===== src/hw/rtl/sctok_pkg.sv =====
// Shared types and constants for the shell command line tokenizer.
// No dependencies; imported by every module of the block.
`default_nettype none

package sctok_pkg;

  // result queue sizing
  localparam int unsigned OQ_DEPTH = 4;
  localparam int unsigned OQ_AW    = 2;

  typedef enum logic [2:0] {
    MODE_NAME   = 3'd0,
    MODE_ARG    = 3'd1,
    MODE_IN     = 3'd2,
    MODE_OUT    = 3'd3,
    MODE_APPEND = 3'd4
  } mode_e;

  typedef enum logic [2:0] {
    EV_BYTE  = 3'd0,
    EV_END   = 3'd1,
    EV_PIPE  = 3'd2,
    EV_INSTR = 3'd3,
    EV_EMPTY = 3'd4,
    EV_ERROR = 3'd5
  } event_e;

  localparam logic [7:0] CH_NUL  = 8'h00;
  localparam logic [7:0] CH_TAB  = 8'h09;
  localparam logic [7:0] CH_NL   = 8'h0A;
  localparam logic [7:0] CH_VT   = 8'h0B;
  localparam logic [7:0] CH_FF   = 8'h0C;
  localparam logic [7:0] CH_CR   = 8'h0D;
  localparam logic [7:0] CH_SP   = 8'h20;
  localparam logic [7:0] CH_GT   = 8'h3E;
  localparam logic [7:0] CH_LT   = 8'h3C;
  localparam logic [7:0] CH_PIPE = 8'h7C;
  localparam logic [7:0] CH_SEMI = 8'h3B;
  localparam logic [7:0] CH_HASH = 8'h23;

  typedef struct packed {
    logic       last;
    logic [7:0] ch;
    logic [2:0] role;
    event_e     ev;
  } result_t;

  // results produced by one byte, in order; n is 0..2
  typedef struct packed {
    logic [1:0]       n;
    result_t [1:0]    res;
  } push_t;

endpackage

`default_nettype wire


===== src/hw/rtl/shell_command_line_tokenizer_unit.sv =====
// Shell command line tokenizer, top level. Depends on sctok_pkg, sctok_step, sctok_outq.
// Throughput: one byte per cycle while the four-entry result queue has room for two more
// results; a byte with two results is handed out one word at a time by the single-word
// output port draining that queue.
// Reset: rst_ni async active low; clears the tokenizer state, input and queue valids.
`default_nettype none

module shell_command_line_tokenizer_unit
  import sctok_pkg::*;
(
  input  wire logic        clk_i,
  input  wire logic        rst_ni,
  input  wire logic        s_axis_tvalid_i,
  output logic             s_axis_tready_o,
  input  wire logic [7:0]  s_axis_tdata_i,   // [7:0] char_code
  output logic             m_axis_tvalid_o,
  input  wire logic        m_axis_tready_i,
  output logic [15:0]      m_axis_tdata_o,   // [2:0] event_res, [5:3] role, [13:6] char_value
  output logic             m_axis_tlast_o    // last result of this input word
);

  // input register
  logic       in_valid_q;
  logic [7:0] in_byte_q;
  logic       room, fire;
  logic [2:0] level;
  push_t      push;
  result_t    head;

  // room for two more results without looking at the output handshake
  assign room            = level <= 3'(OQ_DEPTH - 2);
  assign fire            = in_valid_q && room;
  assign s_axis_tready_o = !in_valid_q || room;

  always_ff @(posedge clk_i or negedge rst_ni) begin
    if (!rst_ni) begin
      in_valid_q <= 1'b0;
    end else if (s_axis_tready_o) begin
      in_valid_q <= s_axis_tvalid_i;
    end
  end

  always_ff @(posedge clk_i) begin
    if (s_axis_tvalid_i && s_axis_tready_o) in_byte_q <= s_axis_tdata_i;
  end

  // decision logic plus tokenizer state
  sctok_step u_step (
    .clk_i  (clk_i),
    .rst_ni (rst_ni),
    .fire_i (fire),
    .byte_i (in_byte_q),
    .push_o (push)
  );

  // result queue in front of the output port
  sctok_outq u_outq (
    .clk_i     (clk_i),
    .rst_ni    (rst_ni),
    .push_en_i (fire),
    .push_i    (push),
    .pop_i     (m_axis_tready_i),
    .head_o    (head),
    .valid_o   (m_axis_tvalid_o),
    .level_o   (level)
  );

  assign m_axis_tdata_o = {2'b00, head.ch, head.role, head.ev};
  assign m_axis_tlast_o = head.last;

  // checks
  a_level_max: assert property (@(posedge clk_i) disable iff (!rst_ni)
    level <= 3'(OQ_DEPTH))
    else $error("result queue overflow");

  a_two_last: assert property (@(posedge clk_i) disable iff (!rst_ni)
    fire && push.n == 2'd2 |-> !push.res[0].last && push.res[1].last)
    else $error("last flag misplaced on a two-result word");

  a_one_last: assert property (@(posedge clk_i) disable iff (!rst_ni)
    fire && push.n == 2'd1 |-> push.res[0].last)
    else $error("single result lacks last flag");

  a_push_visible: assert property (@(posedge clk_i) disable iff (!rst_ni)
    fire && push.n != 2'd0 |=> m_axis_tvalid_o)
    else $error("pushed result not presented");

endmodule

`default_nettype wire


===== src/hw/rtl/sctok_step.sv =====
// Tokenizer state register and the per-byte decision logic.
// Depends on sctok_pkg.
`default_nettype none

module sctok_step
  import sctok_pkg::*;
(
  input  wire logic       clk_i,
  input  wire logic       rst_ni,
  input  wire logic       fire_i,
  input  wire logic [7:0] byte_i,
  output push_t           push_o
);

  typedef struct packed {
    mode_e mode;
    logic  token_open;
    logic  name_seen;
    logic  piped;
    logic  pending_gt;
    logic  after_semi;
    logic  in_comment;
    logic  discarding;
  } state_t;

  state_t st_q, st_d;

  logic is_gt, is_op, is_semi, is_nl, is_eol, is_term, is_blank, is_rsvd;
  logic go, fault;
  logic [1:0] n;
  result_t [1:0] res;

  assign is_gt    = byte_i == CH_GT;
  assign is_op    = is_gt || byte_i == CH_LT || byte_i == CH_PIPE;
  assign is_semi  = byte_i == CH_SEMI;
  assign is_nl    = byte_i == CH_NL;
  assign is_eol   = is_nl || byte_i == CH_NUL;
  assign is_term  = is_eol || is_semi || byte_i == CH_HASH;
  assign is_blank = byte_i == CH_SP || byte_i == CH_TAB || byte_i == CH_NL
                 || byte_i == CH_VT || byte_i == CH_FF || byte_i == CH_CR;

  always_comb begin
    case (byte_i)
      8'h22, 8'h27, 8'h5C, 8'h24, 8'h7B, 8'h7D, 8'h28, 8'h29,
      8'h5B, 8'h5D, 8'h2A, 8'h3F, 8'h7E, 8'h26, 8'h3D, 8'h21: is_rsvd = 1'b1;
      default: is_rsvd = 1'b0;
    endcase
  end

  always_comb begin
    st_d  = st_q;
    n     = 2'd0;
    res   = '0;
    go    = 1'b0;
    fault = 1'b0;

    // lookahead and discard states come first
    if (st_q.discarding || st_q.in_comment) begin
      if (is_eol) begin
        st_d.discarding = 1'b0;
        st_d.in_comment = 1'b0;
        go = 1'b1;
      end
    end else if (st_q.after_semi) begin
      if (!(is_blank && !is_nl)) begin
        st_d.after_semi = 1'b0;
        if (is_semi) fault = 1'b1;
        else go = 1'b1;
      end
    end else if (st_q.pending_gt) begin
      st_d.pending_gt = 1'b0;
      if (is_gt) st_d.mode = MODE_APPEND;
      else go = 1'b1;
    end else begin
      go = 1'b1;
    end

    if (go) begin
      // separators close an open token
      if ((is_op || is_term || is_blank) && st_d.token_open) begin
        res[n[0]].ev   = EV_END;
        res[n[0]].role = st_d.mode;
        res[n[0]].ch   = byte_i;
        n = n + 2'd1;
        st_d.token_open = 1'b0;
        if (st_d.mode == MODE_NAME) st_d.name_seen = 1'b1;
        st_d.mode = st_d.name_seen ? MODE_ARG : MODE_NAME;
      end

      if (is_op) begin
        if (st_d.mode >= MODE_IN) begin
          fault = 1'b1;
        end else if (is_gt) begin
          st_d.mode       = MODE_OUT;
          st_d.pending_gt = 1'b1;
        end else if (byte_i == CH_LT) begin
          st_d.mode = MODE_IN;
        end else if (!st_d.name_seen) begin
          fault = 1'b1;
        end else begin
          res[n[0]].ev = EV_PIPE;
          res[n[0]].ch = byte_i;
          n = n + 2'd1;
          st_d.piped     = 1'b1;
          st_d.name_seen = 1'b0;
          st_d.mode      = MODE_NAME;
        end
      end else if (is_term) begin
        if (!st_d.name_seen && st_d.piped) begin
          fault = 1'b1;
        end else begin
          res[n[0]].ev = st_d.name_seen ? EV_INSTR : EV_EMPTY;
          res[n[0]].ch = byte_i;
          n = n + 2'd1;
          st_d.mode       = MODE_NAME;
          st_d.token_open = 1'b0;
          st_d.name_seen  = 1'b0;
          st_d.piped      = 1'b0;
          st_d.pending_gt = 1'b0;
          st_d.after_semi = 1'b0;
          if (byte_i == CH_HASH) st_d.in_comment = 1'b1;
          else if (is_semi) st_d.after_semi = 1'b1;
        end
      end else if (is_blank) begin
        // separator only
      end else if (is_rsvd) begin
        fault = 1'b1;
      end else begin
        res[n[0]].ev   = EV_BYTE;
        res[n[0]].role = st_d.mode;
        res[n[0]].ch   = byte_i;
        n = n + 2'd1;
        st_d.token_open = 1'b1;
      end
    end

    // a fault is always the final result of a byte
    if (fault) begin
      res[n[0]].ev   = EV_ERROR;
      res[n[0]].role = '0;
      res[n[0]].ch   = byte_i;
      n = n + 2'd1;
      st_d.mode       = MODE_NAME;
      st_d.token_open = 1'b0;
      st_d.name_seen  = 1'b0;
      st_d.piped      = 1'b0;
      st_d.pending_gt = 1'b0;
      st_d.after_semi = 1'b0;
      st_d.in_comment = 1'b0;
      st_d.discarding = !is_eol;
    end

    if (n == 2'd1) res[0].last = 1'b1;
    else if (n == 2'd2) res[1].last = 1'b1;
  end

  assign push_o.n   = n;
  assign push_o.res = res;

  always_ff @(posedge clk_i or negedge rst_ni) begin
    if (!rst_ni) begin
      st_q <= '0;
    end else if (fire_i) begin
      st_q <= st_d;
    end
  end

endmodule

`default_nettype wire


===== src/hw/rtl/sctok_outq.sv =====
// Small result queue: takes up to two results a cycle, hands out one.
// Depends on sctok_pkg.
`default_nettype none

module sctok_outq
  import sctok_pkg::*;
(
  input  wire logic   clk_i,
  input  wire logic   rst_ni,
  input  wire logic   push_en_i,
  input  push_t       push_i,
  input  wire logic   pop_i,
  output result_t     head_o,
  output logic        valid_o,
  output logic [2:0]  level_o
);

  result_t mem_q [OQ_DEPTH];
  logic [OQ_AW-1:0] rd_q, wr_q, wr_nx;
  logic [2:0] cnt_q;
  logic [1:0] pn;
  logic       pop;

  assign pn      = push_en_i ? push_i.n : 2'd0;
  assign valid_o = cnt_q != 3'd0;
  assign pop     = valid_o && pop_i;
  assign head_o  = mem_q[rd_q];
  assign level_o = cnt_q;
  assign wr_nx   = wr_q + OQ_AW'(1);

  always_ff @(posedge clk_i) begin
    if (pn != 2'd0) mem_q[wr_q] <= push_i.res[0];
    if (pn == 2'd2) mem_q[wr_nx] <= push_i.res[1];
  end

  always_ff @(posedge clk_i or negedge rst_ni) begin
    if (!rst_ni) begin
      rd_q  <= '0;
      wr_q  <= '0;
      cnt_q <= '0;
    end else begin
      wr_q  <= wr_q + OQ_AW'(pn);
      if (pop) rd_q <= rd_q + OQ_AW'(1);
      cnt_q <= cnt_q + {1'b0, pn} - {2'b0, pop};
    end
  end

endmodule

`default_nettype wire


===== config.mk =====
export PLATFORM = sky130hd
export DESIGN_NAME = shell_command_line_tokenizer_unit
export DESIGN_NICKNAME = d
export VERILOG_FILES = /design/src/hw/rtl/sctok_pkg.sv /design/src/hw/rtl/shell_command_line_tokenizer_unit.sv /design/src/hw/rtl/sctok_step.sv /design/src/hw/rtl/sctok_outq.sv
export SDC_FILE = /design/constraint.sdc
export NUM_CORES = 1
export LEC_CHECK = 0
export ABC_AREA = 1
export CORE_ASPECT_RATIO = 0.5
export CORE_MARGIN = 5
export CORE_UTILIZATION = 60
export CTS_BUF_LIST = sky130_fd_sc_hd__clkbuf_4 sky130_fd_sc_hd__clkbuf_8
export CTS_CLUSTER_SIZE = 20
export DETAILED_ROUTE_END_ITERATION = 10
export DONT_BUFFER_PORTS = 1
export PLACE_DENSITY = 0.79
export SKIP_CTS_REPAIR_TIMING = 1
export SYNTH_ARGS = -nofsm -noshare
export SYNTH_HDL_FRONTEND = slang
export SYNTH_SLANG_ARGS = --single-unit

===== constraint.sdc =====
create_clock -name clk_i -period 3.9 [get_ports clk_i]
set_input_delay 0.195 -clock clk_i [delete_from_list [all_inputs] [get_ports clk_i]]
set_output_delay 0.195 -clock clk_i [all_outputs]
set_load 0.01 [all_outputs]

==> out/results.ini <==
[outcome]
status=finished clean

[sta]
hold_viol=0
setup_slack_ns=0.170
fmax_mhz=268
fin_worst_skew_ns=0.00779
tightest_slew_ns=0.939
rsz0062_at_grt=false
finalCritPeriodShare_pct=95.6
drv_slew=0
tns_ns=0
setup_viol=0
fin_crit_ns=3.73
max_slew_margin_pct=37.3

[die]
die_h_um=77.3
start_util_pct=61.9
dieArea_mm2=0.0112
row_count=24
design.portCount=31
core_mm2=0.00877
die_x_um=145

[critical_path]
critPathArrivalTime_ns=3.99
critPathMostFrequentCell=nand2_1
slowest_delay_ns=0.49
cp.required_ns=4.16
cp_cell_sequence=buf_4, nor2_2, nand2_2, nor2_4, nand3_4, nand4_1, nand2_1, o21ai_4, nand2_4, ha_1, or2_2, nand3_1, a21oi_2, nand2_1, nand2_1, nand3_2, nand3_4, ha_1, inv_1, fa_1, xnor2_1
startpoint_type=flip-flop
crit_slowest_cell=edfxtp_1
end_kind=flip-flop
crit_fanout=4
criticalPathCategory=flip-flop to flip-flop

[placed_design]
place_hpwl_mm=9.87
dpl_cell_area_mm2=0.00566
gp_congestion=1.05
portBuffers=0
place_inst=791
pre_cts_slack_ns=0.0513

[logic_synthesis]
synth_cell_types=43
ys.flop_type=edfxtp_1
ys_async_sr_fraction_pct=20.9
synth-seq-cells=86
yosysWarnings=0
syn_area_per_cell_um2=8.07
syn-instance-count=673
synthesis.area_mm2=0.00543
synth-seq-area-share_pct=45.9
synth-edff-count=68

[finish]
nets=737
synthToLayoutAreaGrowth_pct=13.3
n_antenna_cell=0
drive_gt1_share_pct=17.1
final_cell_mix=nand2_1, nor2_1, edfxtp_1, nand3_1, inv_1
layout_commonest_cell=nand2_1
final_cells=838
fillers=669
stdcell_area_mm2=0.00615

[route]
ant_nets=0
vias=4937
routed_wl_mm=14.3
drt_pass1_iterations=6
drtIter0Drc=704
post_drt_wl_per_cell_um=17.1
drc_errors=0
vias_per_cell=5.89

[grt]
grt_util_all_layers_pct=26.0
grt_overflow_total=0
grt_max_degree=53
grt_pass1_wl_mm=22.7
grt_pass1_vias=4359
antenna_found_initial=0

[cts]
htreeDepth=3
cts.path.max_buffers=2
cts_tree=done
root_buffer=clkbuf_8
clock_sinks=86
cts_buffers=9
clkLatencyLatePin_ns=0.37
clk_pin_slew_ns=0.09

[hold_path]
hold_path_class=input pin to flip-flop

[power_and_ir_drop]
vdd_drop_max_mv=0.414
p_leak_nw=2.75
p_per_area_mw_per_mm2=816
total_power_mw=5.02

[flow_run]
cap_violations=0

==> path summary, 6_finish.rpt <==
kind,slack [ns],cells after the start,end,start
setup / recovery,0.17,21,u_outq.level_o[2],in_byte_q[0]
setup reg to reg,0.17,21,u_outq.level_o[2],in_byte_q[0]
max in group asynchronous,3.04,1,u_step.st_q[1],rst_ni
hold reg to reg,0.55,2,u_step.st_q[0],u_step.st_q[0]
min in group asynchronous,0.35,1,u_step.st_q[5],rst_ni
hold / removal,0.09,3,u_outq.rd_q[0],m_axis_tready_i
==> metal layers <==
metal  vias to the layer above  GRT usage [%]  share of wire, %
li1                       2337              -                 -
met1                      2298           38.7                43
met2                       269           38.2                45
met3                        33           6.34                10
met4                         0           5.96               1.9
met5                         -              0                 0
==> registers in the layout, summed over array words and instances (netlist names) <==
signal / count
u_outq.mem_q: 60
u_step.st_q: 10
in_valid_q: 1
u_outq.wr_q: 2
u_outq.level_o: 3
in_byte_q: 8
u_outq.rd_q: 2
==> final cells by class <==
class | instances | area (um^2) | area share [%]
clock buffers | 9 | 124 | 2.01
clock inverters | 7 | 57.6 | 0.936
inverters | 64 | 244 | 3.97
multi-input cells | 498 | 2590 | 42.2
flip-flops and latches | 86 | 2490 | 40.5
well taps | 117 | 146 | 2.38
repair buffers | 57 | 490 | 7.98
==> report_power, final <==
part	internal, mW	total [mW]	switching (mW)
Clock	0.239	0.579	0.341
Sequential	1.44	1.59	0.155
Combinational	0.874	2.84	1.97
==> cell families after synthesis <==
family	Yosys count	share of synthesized area (%)
flip-flops	86	45.9
AND/OR/NAND/NOR	380	33.0
adder cells (fa/ha/maj)	9	2.21
XOR/XNOR	5	0.807
other	1	0.0691
buffers and inverters	90	7.31
AO/OA/AOI/OAI	102	10.7
==> synth_stat cells (2+ instances only) <==
cell / number / share of area, %
nand3_4: 5 / 1.6
nand3_1: 70 / 6.5
o22ai_1: 17 / 2.0
nand2_2: 9 / 1.0
edfxtp_1: 68 / 38
nand4_1: 9 / 1.0
xor2_1: 2 / 0.32
nor2_4: 6 / 1.2
o21ai_0: 47 / 4.3
buf_2: 2 / 0.18
clkbuf_1: 14 / 0.97
o211ai_1: 2 / 0.28
nor3_1: 2 / 0.18
a21oi_1: 24 / 2.2
nand2_4: 9 / 1.9
buf_6: 5 / 1.0
buf_4: 5 / 0.69
dfrtp_1: 18 / 8.3
nor2_1: 80 / 5.5
inv_2: 10 / 0.69
xnor2_1: 3 / 0.48
ha_1: 8 / 1.8
nand2_1: 182 / 13
nand3_2: 4 / 0.74
inv_1: 54 / 3.7
==> metrics by stage <==
stage                     hold WS (ns)  util [%]
after floorplan                 -0.101         -
after global routing             0.139      70.1
after detailed placement        -0.100      64.5
after CTS                       -0.501      66.6
final                           0.0919      70.1
after global placement          -0.100      64.5
==> worst max-delay path: cells and delay by family (launching register included) <==
family                   cells  cell delay (ns)
buffers and inverters        2             0.25
AO/OA/AOI/OAI                2             0.25
adder cells (fa/ha/maj)      3             0.97
flip-flops                   1             0.49
XOR/XNOR                     1             0.13
AND/OR/NAND/NOR             13             1.53
Note: power is estimated with default switching activity, not from simulation.
